### config.mk
export PLATFORM = sky130hd
export DESIGN_NAME = otu_cell
export DESIGN_NICKNAME = d
export VERILOG_FILES = /design/src/sv/otu_pkg.sv /design/src/sv/otu_cell.sv
export SDC_FILE = /design/constraint.sdc
export NUM_CORES = 1
export LEC_CHECK = 0
export ABC_AREA = 1
export BUFFER_PORTS_ARGS = -buffer_cell sky130_fd_sc_hd__buf_2
export CELL_PAD_IN_SITES_DETAIL_PLACEMENT = 0
export CELL_PAD_IN_SITES_GLOBAL_PLACEMENT = 1
export CORE_MARGIN = 8
export CORE_UTILIZATION = 40
export CTS_BUF_LIST = sky130_fd_sc_hd__clkbuf_4 sky130_fd_sc_hd__clkbuf_8
export DETAILED_ROUTE_END_ITERATION = 7
export GPL_ROUTABILITY_DRIVEN = 0
export PLACE_DENSITY = 0.82
export SLEW_MARGIN = 30
export SYNTH_ARGS = -nofsm -noshare
export SYNTH_HDL_FRONTEND = slang
export SYNTH_SLANG_ARGS = --single-unit
### constraint.sdc
create_clock -name clk -period 8.6 [get_ports clk]
set_input_delay 0 -clock clk [delete_from_list [all_inputs] [get_ports clk]]
set_output_delay 0 -clock clk [all_outputs]
set_load 0.05 [all_outputs]
### src/sv/otu_pkg.sv
package otu_pkg;

  localparam int QUANTITY_BITS = 24;
  localparam int PRICE_BITS    = 32;
  localparam int SYMBOL_BITS   = 64;

  // Message codes
  localparam logic [2:0] CMD_NEW    = 3'd0;
  localparam logic [2:0] CMD_MODIFY = 3'd1;
  localparam logic [2:0] CMD_TRADE  = 3'd2;
  localparam logic [2:0] CMD_CANCEL = 3'd3;
  localparam logic [2:0] CMD_READ   = 3'd4;

  // Result status codes
  localparam logic [2:0] ST_OK      = 3'd0;
  localparam logic [2:0] ST_NOMATCH = 3'd1;
  localparam logic [2:0] ST_FULL    = 3'd2;
  localparam logic [2:0] ST_SHORT   = 3'd3;
  localparam logic [2:0] ST_EMPTY   = 3'd4;

  typedef struct packed {
    logic [2:0]               command;
    logic [SYMBOL_BITS-1:0]   symbol_code;
    logic                     side;
    logic [QUANTITY_BITS-1:0] quantity;
    logic [PRICE_BITS-1:0]    price;
    logic [QUANTITY_BITS-1:0] new_quantity;
    logic [PRICE_BITS-1:0]    repl_price;
    logic [5:0]               read_index;
  } otu_in_t;

  typedef struct packed {
    logic [2:0]               status;
    logic [5:0]               entry_index;
    logic [SYMBOL_BITS-1:0]   entry_symbol;
    logic                     entry_side;
    logic [QUANTITY_BITS-1:0] entry_quantity;
    logic [PRICE_BITS-1:0]    entry_price;
    logic [6:0]               entry_count;
  } otu_out_t;

  // Message traveling down the cell chain with its partial result
  typedef struct packed {
    logic     valid;
    logic     done;
    otu_in_t  msg;
    otu_out_t res;
  } otu_pkt_t;

endpackage

### src/sv/otu_cell.sv
module otu_cell import otu_pkg::*; #(
  parameter int IDX = 0,
  parameter int IW  = 6,
  parameter int CW  = 7
) (
  input  logic          clk,
  input  logic          rst_n,
  input  logic          advance,
  input  logic [IW-1:0] tgt,
  input  logic [CW-1:0] count,
  input  otu_pkt_t      pkt_i,
  output otu_pkt_t      pkt_o
);

  otu_pkt_t                 pkt_r, pkt_nxt;
  logic [SYMBOL_BITS-1:0]   sym_r, sym_nxt;
  logic                     side_r, side_nxt;
  logic [QUANTITY_BITS-1:0] qty_r, qty_nxt;
  logic [PRICE_BITS-1:0]    prc_r, prc_nxt;
  logic                     addr_hit, live, sym_eq, side_eq, prc_eq, qty_eq, hit;
  logic [2:0]               status;

  assign addr_hit = (tgt == IW'(IDX));
  assign live     = (CW'(IDX) < count);
  assign sym_eq   = (sym_r == pkt_i.msg.symbol_code);
  assign side_eq  = (side_r == pkt_i.msg.side);
  assign prc_eq   = (prc_r == pkt_i.msg.price);
  assign qty_eq   = (qty_r == pkt_i.msg.quantity);

  always_comb begin
    pkt_nxt  = pkt_i;
    sym_nxt  = sym_r;
    side_nxt = side_r;
    qty_nxt  = qty_r;
    prc_nxt  = prc_r;
    hit      = 1'b0;
    status   = ST_OK;
    if (pkt_i.valid && !pkt_i.done) begin
      case (pkt_i.msg.command)
        CMD_NEW: begin
          if (addr_hit) begin
            hit      = 1'b1;
            sym_nxt  = pkt_i.msg.symbol_code;
            side_nxt = pkt_i.msg.side;
            qty_nxt  = pkt_i.msg.quantity;
            prc_nxt  = pkt_i.msg.price;
          end
        end
        CMD_READ: begin
          hit = addr_hit;
        end
        CMD_MODIFY: begin
          if (live && sym_eq && side_eq && qty_eq && prc_eq) begin
            hit = 1'b1;
            if (pkt_i.msg.new_quantity != pkt_i.msg.quantity) begin
              qty_nxt = pkt_i.msg.new_quantity;
            end else begin
              prc_nxt = pkt_i.msg.repl_price;
            end
          end
        end
        CMD_TRADE, CMD_CANCEL: begin
          if (live && sym_eq && prc_eq && (side_eq || pkt_i.msg.command == CMD_TRADE)) begin
            hit = 1'b1;
            if (qty_r >= pkt_i.msg.quantity) begin
              qty_nxt = qty_r - pkt_i.msg.quantity;
            end else begin
              status = ST_SHORT;
            end
          end
        end
        default: begin
          hit = 1'b0;
        end
      endcase
    end
    if (hit) begin
      pkt_nxt.done               = 1'b1;
      pkt_nxt.res.status         = status;
      pkt_nxt.res.entry_index    = 6'(IDX);
      pkt_nxt.res.entry_symbol   = sym_nxt;
      pkt_nxt.res.entry_side     = side_nxt;
      pkt_nxt.res.entry_quantity = qty_nxt;
      pkt_nxt.res.entry_price    = prc_nxt;
    end
  end

  always_ff @(posedge clk) begin
    if (!rst_n) begin
      pkt_r.valid <= 1'b0;
    end else if (advance) begin
      pkt_r <= pkt_nxt;
    end
  end

  always_ff @(posedge clk) begin
    if (advance) begin
      sym_r  <= sym_nxt;
      side_r <= side_nxt;
      qty_r  <= qty_nxt;
      prc_r  <= prc_nxt;
    end
  end

  assign pkt_o = pkt_r;

endmodule

Word level (Yosys, flattened, before mapping)
Cells that the tools add are included.
{"block": "classes", "n_addsub": 1, "order_cmp": 2, "eq_ne": 9, "n_mux": 28, "reduce_logical": 13}
{"op": "two-way mux 64 bit", "count": 3}
{"op": "two-way mux 24 bit", "count": 6}
{"op": "two-way mux 130 bit", "count": 1}
{"op": "two-way mux 32 bit", "count": 4}
{"op": "one-hot mux 24 bit (3 select lines)", "count": 1}
{"op": "equality test 64 bit", "count": 1}
{"op": "one-hot mux 32 bit (2 select lines)", "count": 1}
{"op": "equality test 32 bit", "count": 1}
{"op": "equality test 24 bit", "count": 1}
{"op": "greater-or-equal comparator 24 bit", "count": 1}
{"op": "inequality test 24 bit", "count": 1}
{"op": "subtractor 24 bit", "count": 1}
{"op": "two-way mux 2 bit", "count": 4}
{"op": "logical AND 1 bit", "count": 7}
{"op": "less-than comparator 1 x 7 -> 1 bit (first input constant)", "count": 1}
{"op": "two-way mux 1 bit", "count": 7}
{"op": "equality test 3 x 2 -> 1 bit (second input constant)", "count": 2}
{"op": "zero test 6 bit", "count": 1}
{"op": "one-hot mux 1 bit (4 select lines)", "count": 1}
{"op": "equality test 3 x 1 -> 1 bit (second input constant)", "count": 1}
{"op": "equality test 3 bit (second input constant)", "count": 1}
{"op": "zero test 3 bit", "count": 1}
{"op": "AND reduction 2 bit", "count": 1}
{"op": "OR reduction 2 bit", "count": 1}
{"op": "3 further kinds", "count": 3}
{"block": "word_totals", "register_bits": 446, "inputBits": 341, "out_inout_bits": 325, "elab_cells": 74}

Longest topological paths before layout
Gate-level depths: netlist of the first run.
{"block": "depth", "word_depth": 9, "depth_mapped": 19, "ltp_nobuf": 19}

Worst setup path after synthesis of the first run
Ideal clock, no wire load.
{"block": "synth_timing", "kind": "input-to-reg", "start": "input rst_n", "end": "register pkt_r, in the netlist pkt_o[0], enable pin", "setup_time_ps": 673, "arrival_time_ps": 6240, "required_ps": 7927, "setup_slack_ps": 1687, "stages": 2, "path_buffers": 0, "cell_sequence": "nand2_1 > inv_1"}
{"block": "synth_between", "elab_chain_cells": 1}
{"element": "from (decl)", "line": "otu_cell.sv:7", "rtl": "input logic rst_n,"}
{"element": "AND reduction 2 bit (no line)"}
{"element": "to (signal assigned)", "line": "otu_cell.sv:92", "rtl": "pkt_r <= pkt_nxt;"}
{"element": "to (decl)", "line": "otu_cell.sv:15", "rtl": "otu_pkt_t pkt_r, pkt_nxt;"}
No other way between the ends.
A chain may end at the register's enable or synchronous reset.

==> impl_metrics.json, run 1 <==
{
  "grt_max_degree": 123,
  "relSlewSlack_pct": 33.0,
  "fp.dieArea_mm2": 0.0676,
  "synth_edf_count": 445,
  "clkTransAtPathRegs_ns": 0.06,
  "grt_pass1_vias": 22536,
  "start_kind": "flop",
  "drive_gt1_share_pct": 21.6,
  "async_flop_share_pct": 0,
  "fin_tns_setup_ns": 0,
  "worst_pin_slew_ns": 1.00,
  "slowest_stage": "buf_4",
  "period_share_pct": 62.6,
  "ctsRootBufferMaster": "clkbuf_8",
  "overflow": 0,
  "finClkSkew_ns": 0.0462,
  "syn_to_final_growth_pct": 38.3,
  "p_per_area_mw_per_mm2": 178,
  "avgSynthCellArea_um2": 8.53,
  "outcome": "completed",
  "grt_pass1_wl_mm": 136,
  "required_ns": 9.13,
  "finalNetCount": 4170,
  "hp-class": "in -> reg",
  "cpLargestDelayFamily": "buffers and inverters",
  "slowest_delay_ns": 0.68,
  "initial_core_util_pct": 40.4,
  "cts.path.max_buffers": 3,
  "ys_seq_elements": 446,
  "path_cells": "xnor2_1, nand2_1, nor2_1, nand2_1, nor2_1, nand2_1, nor2_4, buf_4, nand3_1, o211ai_1, nand2_4, inv_4, buf_4, nand3_1, nand2_1, dlygate4sd3_1",
  "drc": 0,
  "ctsHoldBuffers": 350,
  "rows": 89,
  "die_h_um": 260,
  "antenna_found_initial": 9,
  "fill_cells": 5287,
  "drt_iter0_markers": 1709,
  "synth_flop_cell": "edfxtp_1",
  "dpl-instance-area_mm2": 0.0279,
  "avgRoutedWirePerCell_um": 20.2,
  "cts-resized-gates": 0,
  "rsz0062_at_grt": "no",
  "post-cts-setup-buffer-count": 0,
  "hold_viol": 0,
  "io_buffers": 665,
  "holdCritStartpoint": "pkt_i[166]",
  "num_vias": 22901,
  "synth-seq-area-share_pct": 56.2,
  "maxSlewViolCount": 0,
  "path_max_fanout": 77,
  "fin_area_mm2": 0.0329,
  "cts_tree": "built",
  "period_needed_ns": 5.39,
  "dieWidth_um": 260,
  "leakagePower_nw": 15.7,
  "syn_inst": 2789,
  "coreArea_mm2": 0.0589,
  "setup_viol": 0,
  "cp.arrival_ns": 5.92,
  "clk_latency_ns": 0.68,
  "layout_commonest_cell": "nand2_1",
  "startpoint": "prc_r[19]$_DFFE_PP_",
  "h-tree-depth": 3,
  "drt_first_pass_iters": 5,
  "grt_use_total_pct": 26.4,
  "mostFrequentLayoutCells": "1062 x nand2_1, 664 x buf_2, 445 x edfxtp_1, 388 x inv_1, 350 x dlygate4sd3_1",
  "num_io_pins": 666,
  "via_per_inst": 4.94,
  "cpMostUsedCell": "nand2_1",
  "critical_path.endpoint_type": "flop",
  "vdd_drop_max_mv": 0.126,
  "antenna_left": 0,
  "cts.sinks": 446,
  "drt_wl_total_mm": 93.5,
  "dp_hpwl_mm": 66.1,
  "numCtsBuffers": 77,
  "maxCapViolations": 0,
  "synth_cell_types": 34,
  "syn-num-nets": 3155,
  "fmax_mhz": 186,
  "synth_area_mm2": 0.0238,
  "path_buf_inv": 4,
  "ys.warnings.count": 0,
  "reg2reg_from": "prc_r[19]$_DFFE_PP_",
  "crit_type": "reg -> reg"
}
-- worst reg2reg max path, stage by stage (launching register included) --
cell and delay [ns]:
edfxtp_1 0.42, xnor2_1 0.52, nand2_1 0.14, nor2_1 0.12
nand2_1 0.08, nor2_1 0.11, nand2_1 0.09, nor2_4 0.13
buf_4 0.62, nand3_1 0.20, o211ai_1 0.19, nand2_4 0.47
inv_4 0.63, buf_4 0.69, nand3_1 0.23, nand2_1 0.10
dlygate4sd3_1 0.54
-- final cells by class --
type	instances	area, µm²	area share, %
multi-input cells	1842	8550	26.0
clock buffers	99	1220	3.72
well taps	773	967	2.94
diodes	7	17.5	0.0532
inverters	401	1520	4.60
repair buffers	1036	7000	21.3
flip-flops and latches	446	13400	40.6
clock inverters	31	270	0.821
-- power by group --
part / internal, mW / leakage [nW] / total, mW / switching, mW
registers: 2.56 / 4.23 / 2.62 / 0.0570
clock network: 1.05 / 0.790 / 1.98 / 0.925
logic: 0.387 / 10.7 / 1.27 / 0.883
total: 4.00 / 15.7 / 5.87 / 1.86
-- cell usage after synthesis, drive strengths merged (4+ instances only) --
| cell | number | area (µm²) |
|---|---|---|
| clkbuf | 65 | 244 |
| ha | 24 | 300 |
| xnor2 | 43 | 377 |
| nand3 | 153 | 771 |
| and2 | 14 | 87.6 |
| a21oi | 81 | 405 |
| xor2 | 16 | 140 |
| o211ai | 8 | 60.1 |
| edfxtp | 445 | 13400 |
| mux2 | 9 | 101 |
| nand3b | 20 | 150 |
| inv | 398 | 1490 |
| nor3 | 16 | 80.1 |
| a21boi | 7 | 52.6 |
| nand2 | 1065 | 4000 |
| nor2 | 148 | 556 |
| nand4 | 90 | 563 |
| o21ai | 114 | 571 |
| o21bai | 4 | 30.0 |
| buf | 35 | 173 |
| a221oi | 6 | 52.6 |
| o21a | 18 | 135 |
-- flip-flops by register name, indices dropped and copies added, names as in the netlist --
register / cells
sym_r: 64
pkt_o: 325
prc_r: 32
qty_r: 24
side_r: 1
-- cell families after synthesis --
group / count (synthesis) / synth area share [%]
buf+inv: 501 / 8.07
mux: 9 / 0.426
compound gates: 239 / 5.52
simple gates: 1510 / 26.2
flops: 446 / 56.2
xor+xnor: 59 / 2.17
fa+ha+maj: 25 / 1.35
-- metrics by stage --
| stage | std cells | setup WS, ns | power (mW) | hold WS [ns] | utilization [%] |
|---|---|---|---|---|---|
| final | 4635 | 3.21 | 5.87 | 0.0702 | 55.9 |
| after global routing | 4632 | 2.73 | 6.10 | 0.0282 | 55.9 |
| after CTS | 4628 | 3.05 | 5.91 | 0.00224 | 55.9 |
| after detailed placement | 4148 | 3.56 | 3.79 | 0.179 | 47.4 |
| after global placement | 4148 | 3.61 | 3.79 | 0.177 | 47.4 |
| after floorplan | 2789 | 1.69 | 3.42 | 0.0935 | - |
-- path summary, 6_finish.rpt --
path	endpoint	slack [ns]	cells past startpoint
max	pkt_o[61]$_DFFE_PP_	3.21	16
min reg2reg	prc_r[21]$_DFFE_PP_	0.63	2
max reg2reg	pkt_o[61]$_DFFE_PP_	3.21	16
min	pkt_o[166]$_DFFE_PP_	0.07	2
-- metal layers --
metal	track usage (%)	share of wire [%]	vias to the layer above
met5	0	0.066	-
met4	9.96	3.2	10
met3	6.63	8.1	165
met2	44.8	49	901
met1	32.2	40	10700
li1	-	-	11125
(Power assumes the default switching activity.)
==> inputs of run 2 (changes only) <==
Settings changed: CORE_UTILIZATION 40 to 36, PLACE_DENSITY 0.82 to 0.78.
Clock period 8.6 ns to 4.8 ns, I/O delays scaled along.
==> run 2 against run 1 <==
First-iteration DRC count up 5.6%. Critical endpoint is now pkt_o[121]$_DFFE_PP_. Combinational power increased by 82%. Flip-flop and latch count is the same. Sequential power is 79% higher. Largest power group unchanged. Sequential share of layout area fell by 0.74 points. Die area up 10%. Fmax is 36% higher. Total power up 86%.
==> impl_metrics.json, run 2 (same netlist as run 1, synthesis figures left out) <==
{
  "dpl-instance-area_mm2": 0.0282,
  "numCtsBuffers": 82,
  "crit_type": "reg -> reg",
  "h-tree-depth": 3,
  "drt_wl_total_mm": 97.4,
  "outcome": "completed",
  "finalNetCount": 4202,
  "cts-resized-gates": 0,
  "drt_first_pass_iters": 6,
  "slowest_stage": "clkinv_1",
  "finalNonFillerCells": 4770,
  "period_share_pct": 82.4,
  "die_h_um": 273,
  "clk_latency_ns": 0.69,
  "multi_input_area_mm2": 0.00856,
  "io_buffers": 665,
  "ctsRootBufferMaster": "clkbuf_8",
  "overflow": 0,
  "cts.path.max_buffers": 3,
  "dieWidth_um": 273,
  "cts.sinks": 446,
  "largest_reg_flops": 325,
  "seq_power_share_pct": 43.1,
  "rsz0062_at_grt": "no",
  "cts_tree": "built",
  "layout_commonest_cell": "nand2_1",
  "worst_pin_slew_ns": 0.915,
  "p_per_area_mw_per_mm2": 325,
  "fp.dieArea_mm2": 0.0746,
  "fin_area_mm2": 0.0335,
  "start_kind": "flop",
  "slowest_delay_ns": 0.79,
  "via_per_inst": 4.84,
  "antenna_found_initial": 6,
  "post-cts-setup-buffer-count": 0,
  "maxCapViolations": 0,
  "vdd_drop_max_mv": 0.264,
  "critical_path.endpoint_type": "flop",
  "dp_hpwl_mm": 69.2,
  "fin_util_pct": 51.1,
  "coreArea_mm2": 0.0656,
  "power.switching_mw": 3.46,
  "maxSlewViolCount": 0,
  "grt_pass1_vias": 23253,
  "num_vias": 23099,
  "fmax_mhz": 253,
  "avgRoutedWirePerCell_um": 20.4,
  "clkTransAtPathRegs_ns": 0.06,
  "grt_max_degree": 152,
  "mostFrequentLayoutCells": "1062 x nand2_1, 664 x buf_2, 445 x edfxtp_1, 388 x inv_1, 365 x dlygate4sd3_1",
  "cp.arrival_ns": 4.37,
  "regArea_mm2": 0.0134,
  "ctsHoldBuffers": 365,
  "required_ns": 5.22,
  "period_needed_ns": 3.96,
  "total_power_mw": 10.9,
  "r2r_slack_ns": 0.84,
  "hold_viol": 0,
  "p_int_mw": 7.44,
  "swShare_pct": 31.7,
  "grt_pass1_wl_mm": 143,
  "num_io_pins": 666,
  "finClkSkew_ns": 0.0468,
  "hp-class": "in -> reg",
  "rows": 94,
  "drt_iter0_markers": 1805,
  "p_comb_share_pct": 21.2,
  "syn_to_final_growth_pct": 40.9,
  "relSlewSlack_pct": 38.6,
  "drive_gt1_share_pct": 22.0,
  "fill_cells": 6142,
  "setup_viol": 0,
  "grt_use_total_pct": 25.2,
  "antenna_left": 0,
  "path_cells": "xnor2_1, a21oi_1, clkinv_1, nand3_1, o211ai_1, nand2_4, buf_12, o21ai_0, dlygate4sd3_1",
  "path_max_fanout": 151,
  "placed_cells": 4251,
  "drc": 0,
  "leakagePower_nw": 16.0,
  "initial_core_util_pct": 36.3,
  "p_clk_share_pct": 35.8
}
## run 2: cell types whose count changed in the layout (fill, tap and decap cells not counted), sizes merged, moves of 2 or more
cell         before  now
dlygate4sd3     350  365
clkbuf           99  106
diode             7    3
bufinv            4    6
clkinvlp          1    4
buf             686  698
clkinv           24   34
## run 2: area by class of cell
cell class | instances | area share, %
Antenna cell | 3 | 0.0224
Clock buffer | 106 | 3.94
Clock inverter | 45 | 1.14
Inverter | 401 | 4.51
Multi-Input combinational cell | 1842 | 25.5
Sequential cell | 446 | 39.9
Tap cell | 864 | 3.22
Timing Repair Buffer | 1063 | 21.8
## run 2: layer usage
| metal | global-route usage (%) | vias up | share of wire (%) |
|---|---|---|---|
| met2 | 42.8 | 945 | 48 |
| met5 | 0 | - | 0.025 |
| li1 | - | 11199 | - |
| met4 | 7.67 | 4 | 2.6 |
| met3 | 5.72 | 156 | 7.7 |
| met1 | 31.6 | 10795 | 41 |
## run 2: critical path: cells and delay by family (launching register included)
family                 cells  cell delay, ns
flip-flops                 1            0.39
buffers and inverters      3            1.78
AO/OA/AOI/OAI              3            0.61
XOR/XNOR                   1            0.23
AND/OR/NAND/NOR            2            0.49
## run 2: through the flow
stage	hold slack (ns)	setup slack, ns	TNS, ns
6_report	0.0720	0.844	0
5_1_grt	0.0299	0.530	0
4_1_cts	0.000205	0.747	0
3_5_place_dp	0.179	1.11	0
3_3_place_gp	0.177	1.20	0
2_1_floorplan	0.0935	-0.483	-156.51
## run 2: power groups by stage
stage	clock, mW	combinational, mW	sequential, mW
floorplan	0	0.671	5.44
global placement	0	2.05	4.76
detailed placement	0	2.05	4.76
CTS	3.99	2.30	4.69
global route	4.14	2.47	4.72
finish	3.90	2.31	4.69
## run 2: path summary, 6_finish.rpt
check	start	to	depth (start not counted)
worst max-delay path	side_r$_DFFE_PP_	pkt_o[121]$_DFFE_PP_	9
worst min-delay path	pkt_i[189]	pkt_o[189]$_DFFE_PP_	2
worst max register to register	side_r$_DFFE_PP_	pkt_o[121]$_DFFE_PP_	9
worst min register to register	prc_r[8]$_DFFE_PP_	prc_r[8]$_DFFE_PP_	2
==> inputs of run 3 (changes only) <==
Settings changed: ABC_AREA 1 to 0, CORE_AREA from default to 8 8 252 254, CORE_MARGIN 8 to default, CORE_UTILIZATION 36 to default, DIE_AREA from default to 0 0 260 262, PLACE_DENSITY 0.78 to 0.73.
Clock period 4.8 ns to 3.4 ns, I/O delays scaled along.
==> run 3 against run 2 <==
Cell count is 25% lower. Utilization up 2.9 points. Largest cell class unchanged. Largest power group unchanged. Combinational power grew 39%.
==> impl_metrics.json, run 3 <==
{
  "cts.sinks": 446,
  "maxCapViolations": 0,
  "yosys.area.top_type": "edfxtp_1",
  "ys_seq_elements": 446,
  "finalNetCount": 3085,
  "num_io_pins": 666,
  "cts_tree": "built",
  "cpLargestDelayFamily": "simple AND/OR/NAND/NOR gates",
  "slowest_stage": "or4_4",
  "coreArea_mm2": 0.0596,
  "outcome": "completed",
  "rsz0062_at_grt": "yes",
  "rows": 90,
  "synth_xor_area_share_pct": 5.91,
  "cp.arrival_ns": 3.81,
  "start_kind": "flop",
  "drt_wl_total_mm": 90.1,
  "io_buffers": 665,
  "placed_cells": 3070,
  "leakagePower_nw": 13.3,
  "path_max_fanout": 6,
  "synth_cell_types": 61,
  "clkTransAtPathRegs_ns": 0.06,
  "drive_gt1_share_pct": 43.5,
  "required_ns": 3.83,
  "via_per_inst": 5.21,
  "h-tree-depth": 3,
  "fmax_mhz": 295,
  "fill_cells": 4956,
  "fin_util_pct": 54.0,
  "drt_iter0_markers": 1370,
  "maxSlewViolCount": 0,
  "drt_first_pass_iters": 6,
  "numCtsBuffers": 81,
  "synth_fa_ha_area_share_pct": 1.52,
  "period_share_pct": 99.6,
  "finClkSkew_ns": 0.0483,
  "hold_viol": 0,
  "path_cells": "xor2_1, nor4_2, nand4_1, or4_4, a2111oi_4, nor2_2, or2_4, a221o_1, mux2_4",
  "p_per_area_mw_per_mm2": 471,
  "initial_core_util_pct": 35.3,
  "largest_reg_flops": 325,
  "ys.warnings.count": 0,
  "antenna_found_initial": 7,
  "relSlewSlack_pct": 39.5,
  "hp-class": "in -> reg",
  "synth_mux_area_share_pct": 11.8,
  "synth_compound_area_share_pct": 7.73,
  "synthSimpleGateAreaFrac_pct": 7.67,
  "syn_to_final_growth_pct": 53.0,
  "worst_pin_slew_ns": 0.904,
  "syn-num-nets": 1877,
  "avgRoutedWirePerCell_um": 25.2,
  "yosysMostFrequentCell": "edfxtp_1",
  "layout_commonest_cell": "buf_2",
  "syn_inst": 1511,
  "synth_area_mm2": 0.0210,
  "num_vias": 18584,
  "synth_flop_cell": "edfxtp_1",
  "dp_hpwl_mm": 65.4,
  "path_buf_inv": 0,
  "avgSynthCellArea_um2": 13.9,
  "async_flop_share_pct": 0,
  "slowest_delay_ns": 0.60,
  "ctsRootBufferMaster": "clkbuf_8",
  "vdd_drop_max_mv": 0.364,
  "clk_latency_ns": 0.70,
  "synth_top_family_by_area": "multiplexers",
  "grt_use_total_pct": 25.0,
  "mostFrequentLayoutCells": "664 x buf_2, 445 x edfxtp_1, 334 x dlygate4sd3_1, 171 x buf_4, 148 x mux2_2",
  "drc": 0,
  "critical_path.endpoint_type": "flop",
  "yosys-top-cells-count": "445 x edfxtp_1, 156 x mux2_2, 109 x nand2_1, 81 x xor2_1, 72 x mux2i_1",
  "die_h_um": 262,
  "synth-seq-area-share_pct": 63.6,
  "crit_type": "reg -> reg",
  "setup_viol": 0,
  "synth_top_area_share_pct": 63.5,
  "cts.path.max_buffers": 3,
  "dieWidth_um": 260,
  "antenna_left": 0,
  "grt_pass1_wl_mm": 127,
  "fp.dieArea_mm2": 0.0681,
  "finalNonFillerCells": 3570,
  "overflow": 0,
  "grt_pass1_vias": 19527,
  "period_needed_ns": 3.39,
  "synth.area.top_cells": "edfxtp_1 64%, mux2_2 8.4%, mux2i_1 3.4%",
  "grt_max_degree": 100,
  "synth_edf_count": 445,
  "r2r_slack_ns": 0.01
}
## run 3: layout make-up
class                           count  area [µm²]  share of cell area (%)
Timing Repair Buffer             1189        8340                    25.9
Antenna cell                        4        10.0                  0.0311
Clock buffer                      106        1310                    4.07
Multi-Input combinational cell    971        7710                    24.0
Inverter                           30         113                   0.350
Sequential cell                   446       13400                    41.6
Tap cell                          782         978                    3.04
Clock inverter                     42         350                    1.09
## run 3: repair_timing
item,4_1_cts,5_1_grt
pin swaps,2,14
setup buffers,0,12
endpoints found under the hold margin,478,0
hold buffers,334,0
endpoints found under the setup margin,115,132
cloned,0,2
gates resized for setup,20,62
## run 3: worst register-to-register path: stages, from the launching register on
cell	delay (ns)
edfxtp_1	0.40
xor2_1	0.25
nor4_2	0.38
nand4_1	0.13
or4_4	0.60
a2111oi_4	0.31
nor2_2	0.10
or2_4	0.30
a221o_1	0.39
mux2_4	0.27
## run 3: cell families (layout without fill, tap and decap cells)
logic type                 Yosys count  in the layout
adders and majority gates           25             25
muxes                              228            228
and+or+nand+nor                    329            329
AOI/OAI and AO/OA                  247            247
other                                0              4
buffers and inverters               94           1367
DFF                                446            446
xor gates and xnor gates           142            142
## run 3: final timing paths
path,startpoint,end,cells after the start
setup / recovery,prc_r[20]$_DFFE_PP_,pkt_o[42]$_DFFE_PP_,9
setup reg to reg,prc_r[20]$_DFFE_PP_,pkt_o[42]$_DFFE_PP_,9
hold reg to reg,sym_r[34]$_DFFE_PP_,sym_r[34]$_DFFE_PP_,1
hold / removal,pkt_i[161],pkt_o[161]$_DFFE_PP_,2
## run 3: per-layer routing
layer	up-vias	GRT usage (%)	wire length, µm
li1	8289	-	-
met2	921	43.8	45300
met3	138	6.64	7680
met1	9228	29.8	34800
met4	8	7.35	2220
met5	-	0	55
## run 3: through the flow
step	area, µm²	TNS, ns	hold slack [ns]	power [mW]	setup WS, ns
after floorplan	21000	0	0.0989	8.37	0.0578
after global placement	26600	-45.19	0.177	9.49	-0.866
after detailed placement	26600	-33.88	0.180	9.52	-0.761
after CTS	31700	0	0.000319	15.2	0.0148
after global routing	32200	-0.628	0.0233	15.7	-0.0764
final	32200	0	0.0531	15.2	0.0142
## run 3: report_power, final
group	leakage [nW]	switching [mW]	internal (mW)	total, mW
clock	0.866	2.45	2.87	5.32
sequential	4.24	0.150	6.47	6.63
combinational	8.23	2.08	1.12	3.21
